==> config.mk <==
export PLATFORM = sky130hd
export DESIGN_NAME = local_history_branch_predictor
export DESIGN_NICKNAME = d
export VERILOG_FILES = /design/src/rtl/lhbp_pkg.sv /design/src/rtl/lhbp_ctrl.sv /design/src/rtl/lhbp_datapath.sv /design/src/rtl/local_history_branch_predictor.sv
export SDC_FILE = /design/constraint.sdc
export NUM_CORES = 2
export LEC_CHECK = 0
export BUFFER_PORTS_ARGS = -buffer_cell sky130_fd_sc_hd__buf_4
export CORE_AREA = 2 2 541 543
export CTS_BUF_LIST = sky130_fd_sc_hd__clkbuf_2
export DETAILED_ROUTE_END_ITERATION = 8
export DIE_AREA = 0 0 543 545
export PLACE_DENSITY = 0.84
export SETUP_SLACK_MARGIN = 0.1
export SLEW_MARGIN = 30
export SYNTH_ARGS = -nofsm -noshare
export SYNTH_HDL_FRONTEND = slang
export SYNTH_HIERARCHICAL = 1
export SYNTH_SLANG_ARGS = --single-unit
==> constraint.sdc <==
create_clock -name clk -period 15.4 [get_ports clk]
set_input_delay 3.08 -clock clk [delete_from_list [all_inputs] [get_ports clk]]
set_output_delay 3.08 -clock clk [all_outputs]
set_load 0.02 [all_outputs]
==> src/rtl/lhbp_pkg.sv <==
// Shared types and constants for the local history branch predictor.
// No dependencies; imported by the controller, the datapath and the top level.
`timescale 1ns / 1ps

package lhbp_pkg;

    // The counter column is taken from the low pc bits, the history row from the bits above.
    localparam int unsigned COL_W = 3;
    localparam int unsigned ROW_W = 9;
    localparam int unsigned HIST_DEPTH = 1 << ROW_W;

    // Stream widths.
    localparam int unsigned PC_W = 32;
    localparam int unsigned IN_DATA_W = 40;
    localparam int unsigned OUT_DATA_W = 8;

    // Counter codes.
    localparam logic [1:0] CTR_STRONG_NT = 2'b00;
    localparam logic [1:0] CTR_WEAK_NT = 2'b01;
    localparam logic [1:0] CTR_WEAK_T = 2'b10;
    localparam logic [1:0] CTR_STRONG_T = 2'b11;

    // Commands from the controller to the datapath.
    typedef struct packed {
        logic clr_step;
        logic capture;
        logic ctr_rd;
        logic commit;
    } lhbp_cmd_t;

    // Status from the datapath to the controller.
    typedef struct packed {
        logic clr_last;
    } lhbp_status_t;

endpackage

==> src/rtl/lhbp_ctrl.sv <==
// Controller for the local history branch predictor: clearing pass, request
// sequencing and the output valid flag. Depends on lhbp_pkg.
`timescale 1ns / 1ps

module lhbp_ctrl
    import lhbp_pkg::*;
(
    input  logic         clk,
    input  logic         rst_n,
    input  logic         in_valid,
    output logic         in_ready,
    output logic         out_valid,
    input  logic         out_ready,
    input  lhbp_status_t status,
    output lhbp_cmd_t    cmd
);

    typedef enum logic [1:0] {
        ST_CLEAR,
        ST_IDLE,
        ST_HIST,
        ST_CTR
    } state_t;

    state_t state_reg;
    state_t state_next;
    logic   out_valid_reg;
    logic   out_valid_next;

    always_comb
    begin
        state_next = state_reg;
        cmd = '0;
        unique case (state_reg)
            ST_CLEAR:
            begin
                cmd.clr_step = 1'b1;
                if (status.clr_last)
                begin
                    state_next = ST_IDLE;
                end
            end
            ST_IDLE:
            begin
                if (in_valid)
                begin
                    cmd.capture = 1'b1;
                    state_next = ST_HIST;
                end
            end
            ST_HIST:
            begin
                cmd.ctr_rd = 1'b1;
                state_next = ST_CTR;
            end
            ST_CTR:
            begin
                // The result may only be loaded once the previous one has been taken.
                if (!out_valid_reg || out_ready)
                begin
                    cmd.commit = 1'b1;
                    state_next = ST_IDLE;
                end
            end
            default:
            begin
                state_next = ST_CLEAR;
            end
        endcase
    end

    always_comb
    begin
        if (cmd.commit)
        begin
            out_valid_next = 1'b1;
        end
        else if (out_ready)
        begin
            out_valid_next = 1'b0;
        end
        else
        begin
            out_valid_next = out_valid_reg;
        end
    end

    always_ff @(posedge clk or negedge rst_n)
    begin
        if (!rst_n)
        begin
            state_reg <= ST_CLEAR;
            out_valid_reg <= 1'b0;
        end
        else
        begin
            state_reg <= state_next;
            out_valid_reg <= out_valid_next;
        end
    end

    assign in_ready = (state_reg == ST_IDLE);
    assign out_valid = out_valid_reg;

endmodule

==> src/rtl/lhbp_datapath.sv <==
// Datapath for the local history branch predictor: history and counter memories,
// request registers, counter update and the result register. Depends on lhbp_pkg.
`timescale 1ns / 1ps

module lhbp_datapath
    import lhbp_pkg::*;
#(
    parameter int unsigned HISTORY_LENGTH = 6
)
(
    input  logic             clk,
    input  logic             rst_n,
    input  lhbp_cmd_t        cmd,
    output lhbp_status_t     status,
    input  logic             action,
    input  logic [PC_W-1:0]  pc,
    input  logic             actual_taken,
    input  logic             predicted_taken,
    output logic             predict_taken
);

    localparam int unsigned CTR_AW = HISTORY_LENGTH + COL_W;
    localparam int unsigned CTR_DEPTH = 1 << CTR_AW;
    localparam int unsigned CLR_W = (CTR_AW > ROW_W) ? CTR_AW : ROW_W;
    localparam int unsigned SWEEP = 1 << CLR_W;

    logic [HISTORY_LENGTH-1:0] hist_mem [HIST_DEPTH];
    logic [1:0]                ctr_mem [CTR_DEPTH];

    logic [CLR_W-1:0]          clr_cnt_reg;
    logic [ROW_W-1:0]          row_reg;
    logic [COL_W-1:0]          col_reg;
    logic                      action_reg;
    logic                      actual_reg;
    logic                      predicted_reg;
    logic [HISTORY_LENGTH-1:0] hist_rd_reg;
    logic [1:0]                ctr_rd_reg;
    logic                      predict_reg;

    logic [CTR_AW-1:0]         ctr_addr;
    logic [HISTORY_LENGTH:0]   hist_shift;
    logic [1:0]                ctr_new;
    logic                      hist_we;
    logic [ROW_W-1:0]          hist_waddr;
    logic [HISTORY_LENGTH-1:0] hist_wdata;
    logic                      ctr_we;
    logic [CTR_AW-1:0]         ctr_waddr;
    logic [1:0]                ctr_wdata;

    assign ctr_addr = {hist_rd_reg, col_reg};
    assign hist_shift = {hist_rd_reg, actual_reg};
    assign status.clr_last = (clr_cnt_reg == CLR_W'(SWEEP - 1));

    always_comb
    begin
        ctr_new = ctr_rd_reg;
        if (actual_reg == predicted_reg)
        begin
            // A correct prediction makes a weak counter strong.
            if (ctr_rd_reg == CTR_WEAK_T)
            begin
                ctr_new = CTR_STRONG_T;
            end
            else if (ctr_rd_reg == CTR_WEAK_NT)
            begin
                ctr_new = CTR_STRONG_NT;
            end
        end
        else if (predicted_reg)
        begin
            if (ctr_rd_reg != CTR_STRONG_NT)
            begin
                ctr_new = ctr_rd_reg - 2'd1;
            end
        end
        else
        begin
            if (ctr_rd_reg != CTR_STRONG_T)
            begin
                ctr_new = ctr_rd_reg + 2'd1;
            end
        end
    end

    // The two memories share one sweep counter; each is written while the count is in range.
    always_comb
    begin
        if (cmd.clr_step)
        begin
            hist_we = ({1'b0, clr_cnt_reg} < (CLR_W + 1)'(HIST_DEPTH));
            hist_waddr = clr_cnt_reg[ROW_W-1:0];
            hist_wdata = '0;
            ctr_we = ({1'b0, clr_cnt_reg} < (CLR_W + 1)'(CTR_DEPTH));
            ctr_waddr = clr_cnt_reg[CTR_AW-1:0];
            ctr_wdata = CTR_WEAK_NT;
        end
        else
        begin
            hist_we = cmd.commit && action_reg;
            hist_waddr = row_reg;
            hist_wdata = hist_shift[HISTORY_LENGTH-1:0];
            ctr_we = cmd.commit && action_reg;
            ctr_waddr = ctr_addr;
            ctr_wdata = ctr_new;
        end
    end

    always_ff @(posedge clk or negedge rst_n)
    begin
        if (!rst_n)
        begin
            clr_cnt_reg <= '0;
        end
        else if (cmd.clr_step)
        begin
            clr_cnt_reg <= clr_cnt_reg + CLR_W'(1);
        end
    end

    always_ff @(posedge clk)
    begin
        if (hist_we)
        begin
            hist_mem[hist_waddr] <= hist_wdata;
        end
        if (cmd.capture)
        begin
            hist_rd_reg <= hist_mem[pc[COL_W +: ROW_W]];
        end
    end

    always_ff @(posedge clk)
    begin
        if (ctr_we)
        begin
            ctr_mem[ctr_waddr] <= ctr_wdata;
        end
        if (cmd.ctr_rd)
        begin
            ctr_rd_reg <= ctr_mem[ctr_addr];
        end
    end

    always_ff @(posedge clk)
    begin
        if (cmd.capture)
        begin
            row_reg <= pc[COL_W +: ROW_W];
            col_reg <= pc[COL_W-1:0];
            action_reg <= action;
            actual_reg <= actual_taken;
            predicted_reg <= predicted_taken;
        end
        if (cmd.commit)
        begin
            predict_reg <= ctr_rd_reg[1];
        end
    end

    assign predict_taken = predict_reg;

endmodule

==> src/rtl/local_history_branch_predictor.sv <==
// Operation: a request is accepted in the idle state; the history read, the dependent counter
// read and the commit (with write-back when action is set) follow one after the other. The commit
// waits until the previous result has been taken, and the result is held in a register until
// taken. A new request is accepted only once the last one has been committed.
// Reset: history cleared to zero and counters set to weakly not taken by a clearing pass that
// sweeps every address of the larger memory, during which no request is accepted.
`timescale 1ns / 1ps

module local_history_branch_predictor
    import lhbp_pkg::*;
#(
    parameter int unsigned HISTORY_LENGTH = 6
)
(
    input  logic                  clk,
    input  logic                  rst_n,
    input  logic                  s_axis_tvalid,
    output logic                  s_axis_tready,
    // Bits from the lowest up: pc[31:0], actual_taken, predicted_taken, zero fill.
    input  logic [IN_DATA_W-1:0]  s_axis_tdata,
    // Bits from the lowest up: action.
    input  logic                  s_axis_tuser,
    output logic                  m_axis_tvalid,
    input  logic                  m_axis_tready,
    // Bits from the lowest up: predict_taken, zero fill.
    output logic [OUT_DATA_W-1:0] m_axis_tdata
);

    lhbp_cmd_t    cmd;
    lhbp_status_t status;
    logic         predict_taken;

    lhbp_ctrl u_ctrl (
        .clk       (clk),
        .rst_n     (rst_n),
        .in_valid  (s_axis_tvalid),
        .in_ready  (s_axis_tready),
        .out_valid (m_axis_tvalid),
        .out_ready (m_axis_tready),
        .status    (status),
        .cmd       (cmd)
    );

    lhbp_datapath #(
        .HISTORY_LENGTH (HISTORY_LENGTH)
    ) u_datapath (
        .clk             (clk),
        .rst_n           (rst_n),
        .cmd             (cmd),
        .status          (status),
        .action          (s_axis_tuser),
        .pc              (s_axis_tdata[PC_W-1:0]),
        .actual_taken    (s_axis_tdata[PC_W]),
        .predicted_taken (s_axis_tdata[PC_W+1]),
        .predict_taken   (predict_taken)
    );

    assign m_axis_tdata = {{(OUT_DATA_W - 1){1'b0}}, predict_taken};

endmodule
==> results.cfg <==
[setup_path]
setup.worst_path.end = u_datapath/hist_rd_reg[2]
reg2reg_depth = 12
slowest_stage = nor4_1
endpoint_kind = flip-flop
r2r_setup_slack_ns = 9.84
crit_top_cell = buf_4
cp_cell_sequence = buf_8, buf_4, buf_4, buf_4, mux4_2, mux4_2, inv_1, o22ai_1, o21ai_0, nor4_1, o211a_1
cp.depth = 11
crit_buf_inv = 5
critical-path-max-stage-delay_ns = 0.92
cp_top_family = buffers and inverters
crit_start = s_axis_tdata[4]
worst_setup_path_start_kind = input pin
cp_max_fo = 70
r2r-start = u_datapath/col_reg[0]
cp.arrival_ns = 8.78
worstReg2RegEnd = u_datapath/ctr_rd_reg[0]
cp_data_required_time_ns = 17.13
critical_path_class = input pin to flip-flop

[yosys]
synth.cell_area_mm2 = 0.164
synth_cells = 8878
synth_edf_count = 4120
synth.largest_area_cell = edfxtp_1
ys_top_cells_by_area = edfxtp_1 75%, mux4_2 8.7%, mux2i_1 5.1%
synthArstFlopShare = 0.00290
yosysSeqAreaShare = 0.754
synth-seq-cells = 4132
yosysWarningCount = 6
synth_cell_types = 74
syn_avg_cell_area_um2 = 18.5
synth.top_cell.area_share = 0.752
synth_common_cells = 4,120 x edfxtp_1, 1,128 x nor2_1, 831 x mux2i_1, 635 x mux4_2, 400 x o221ai_1
yosysMostFrequentCell = edfxtp_1
synth_top_flop_cell = edfxtp_1

[global_routing]
grt_pass1_vias = 91888
grt_pass1_wl_um = 579000
grt_max_degree = 233
grt-ovfl-total = 0
grt_usage = 0.263
antenna_found_initial = 18

[finish]
nFillCells = 19461
top_register = u_datapath/hist_mem
largest_reg_flops = 3072
final_nets = 9421
syn_to_final_growth_pct = 7.27
reg_top3 = u_datapath/hist_mem (3072), u_datapath/ctr_mem (1024)
drive_gt1_frac = 0.232

[route]
via_per_inst = 6.52
via_count = 91155
drt-initial-drc-count = 13738
wl_um = 396000
dr.pass1.iters = 9
antenna_left = 0
remaining_drc_errors = 0
wire_per_inst_um = 28.3

[pwr]
p_switching_mw = 6.89
finalPower_mw = 23.9
seqPwrFrac = 0.576
clkPwrFrac = 0.279
ir_worst_vdd_mv = 0.176
switching_share = 0.288
p_per_area_mw_per_mm2 = 135
power_frac_comb = 0.145
internal_power_mw = 17.0
leakage_nw = 56.9

[sta]
fmax_mhz = 142
min_period_ns = 7.05
finalCritPeriodShare = 0.458
tightest_slew_ns = 1.12
tns_ns = 0
rsz0062_at_grt = no
hold_viol_final = 0
setup-violations-final = 0
final_max_slew_viol_count = 0
skew_ns = 0.368
relSlewSlack = 0.249

[clocking]
ctsHoldBuffers = 0
post_cts_buffers = 0
cts_sinks = 4132
numCtsBuffers = 909
path_clk_slew_ns = 0.12
cts_max_path_buffers = 4
cts_tree = done
post_cts_resize_count = 0
root_buffer = clkbuf_2
insertion_delay_ns = 2.00
h-tree-depth = 6

[worst_hold_path]
min_path_type = flip-flop to flip-flop

[place]
place.gp.congestion = 0.901
dpl.hpwl_um = 228000
portBuffers = 21

[floorplan]
fp-row-count = 198
io_pins = 55
core_area_mm2 = 0.290
die_height_um = 545
start_util = 0.567
die-area_mm2 = 0.296
die_w_um = 543

[run]
cap_violations = 0

[run_status]
status = complete, no violations
cell usage in the layout, fill, tap and decap left out, types with 38 or more instances in the layout:
cell      netlist  routed
mux2i_1       831     831
mux2_2         43      43
nor4_1         43      38
o21ai_0        75      75
nand2_1       211     178
clkbuf_2        0    1328
clkinv_1        4     195
nor3_1         55      54
buf_4          86     131
mux4_2        635     635
o22ai_1       206     206
edfxtp_1     4120    4120
nor2_1       1128    1120
o221ai_1      400     400
a21oi_1       192     192
cell families (layout without fill, tap and decap cells):
kind of cell	after synthesis	count (layout)	synth area share
adder cells (fa/ha/maj)	7	7	0.000533
flip-flops	4132	4132	0.754
multiplexers	1511	1511	0.141
other	1	27	0.0000228
XOR/XNOR	7	7	0.000373
buffers and inverters	633	1811	0.0209
AND/OR/NAND/NOR	1560	1560	0.0386
AO/OA/AOI/OAI	1027	1027	0.0449
final cells by class:
cell class | instances | area (um^2) | area share
Antenna cell | 20 | 50.0 | 0.000284
Inverter | 28 | 110 | 0.000624
Multi-Input combinational cell | 4119 | 37300 | 0.211
Clock inverter | 276 | 1560 | 0.00882
Timing Repair Buffer | 179 | 1890 | 0.0107
Tap cell | 3900 | 4880 | 0.0277
Clock buffer | 1328 | 6650 | 0.0377
Sequential cell | 4132 | 124000 | 0.703
routing by layer:
layer / global-route usage / wire length, um / share of wire
met5: 0 / 110 / 0.00028
met4: 0.128 / 19600 / 0.049
met3: 0.0703 / 51600 / 0.13
met2: 0.423 / 192000 / 0.48
met1: 0.335 / 133000 / 0.34
stage by stage:
stage / cell area [um^2] / worst slack (ns) / hold slack [ns] / cells / utilization
after global placement: 168000 / 6.92 / 0.501 / 12346 / 0.578
final: 176000 / 8.35 / 0.551 / 13982 / 0.608
after floorplan: 164000 / -0.467 / 0.482 / 8884 / -
after global routing: 176000 / 8.71 / 0.547 / 13972 / 0.608
after detailed placement: 168000 / 6.75 / 0.517 / 12348 / 0.579
after CTS: 176000 / 8.78 / 0.538 / 13952 / 0.607
worst min path at each step:
stage               slack [ns]                        end  cells past startpoint                 startpoint
floorplan                 0.48  u_datapath/clr_cnt_reg[7]                      1  u_datapath/clr_cnt_reg[7]
global placement          0.50   u_datapath/predict_taken                      0   u_datapath/ctr_rd_reg[1]
detailed placement        0.52   u_datapath/predict_taken                      0   u_datapath/ctr_rd_reg[1]
CTS                       0.54  u_datapath/clr_cnt_reg[7]                      1  u_datapath/clr_cnt_reg[7]
global route              0.55  u_datapath/clr_cnt_reg[7]                      1  u_datapath/clr_cnt_reg[7]
finish                    0.55   u_datapath/predict_taken                      0   u_datapath/ctr_rd_reg[1]
power groups by stage:
stage          registers, mW  logic, mW  clock network [mW]
3_3_place_gp            14.0       3.09                   0
6_report                13.8       3.46                6.67
4_1_cts                 13.8       3.30                6.75
5_1_grt                 13.8       3.60                7.29
3_5_place_dp            14.0       3.30                   0
2_1_floorplan           14.6       1.88                   0
Note: power is estimated with default switching activity, not from simulation.
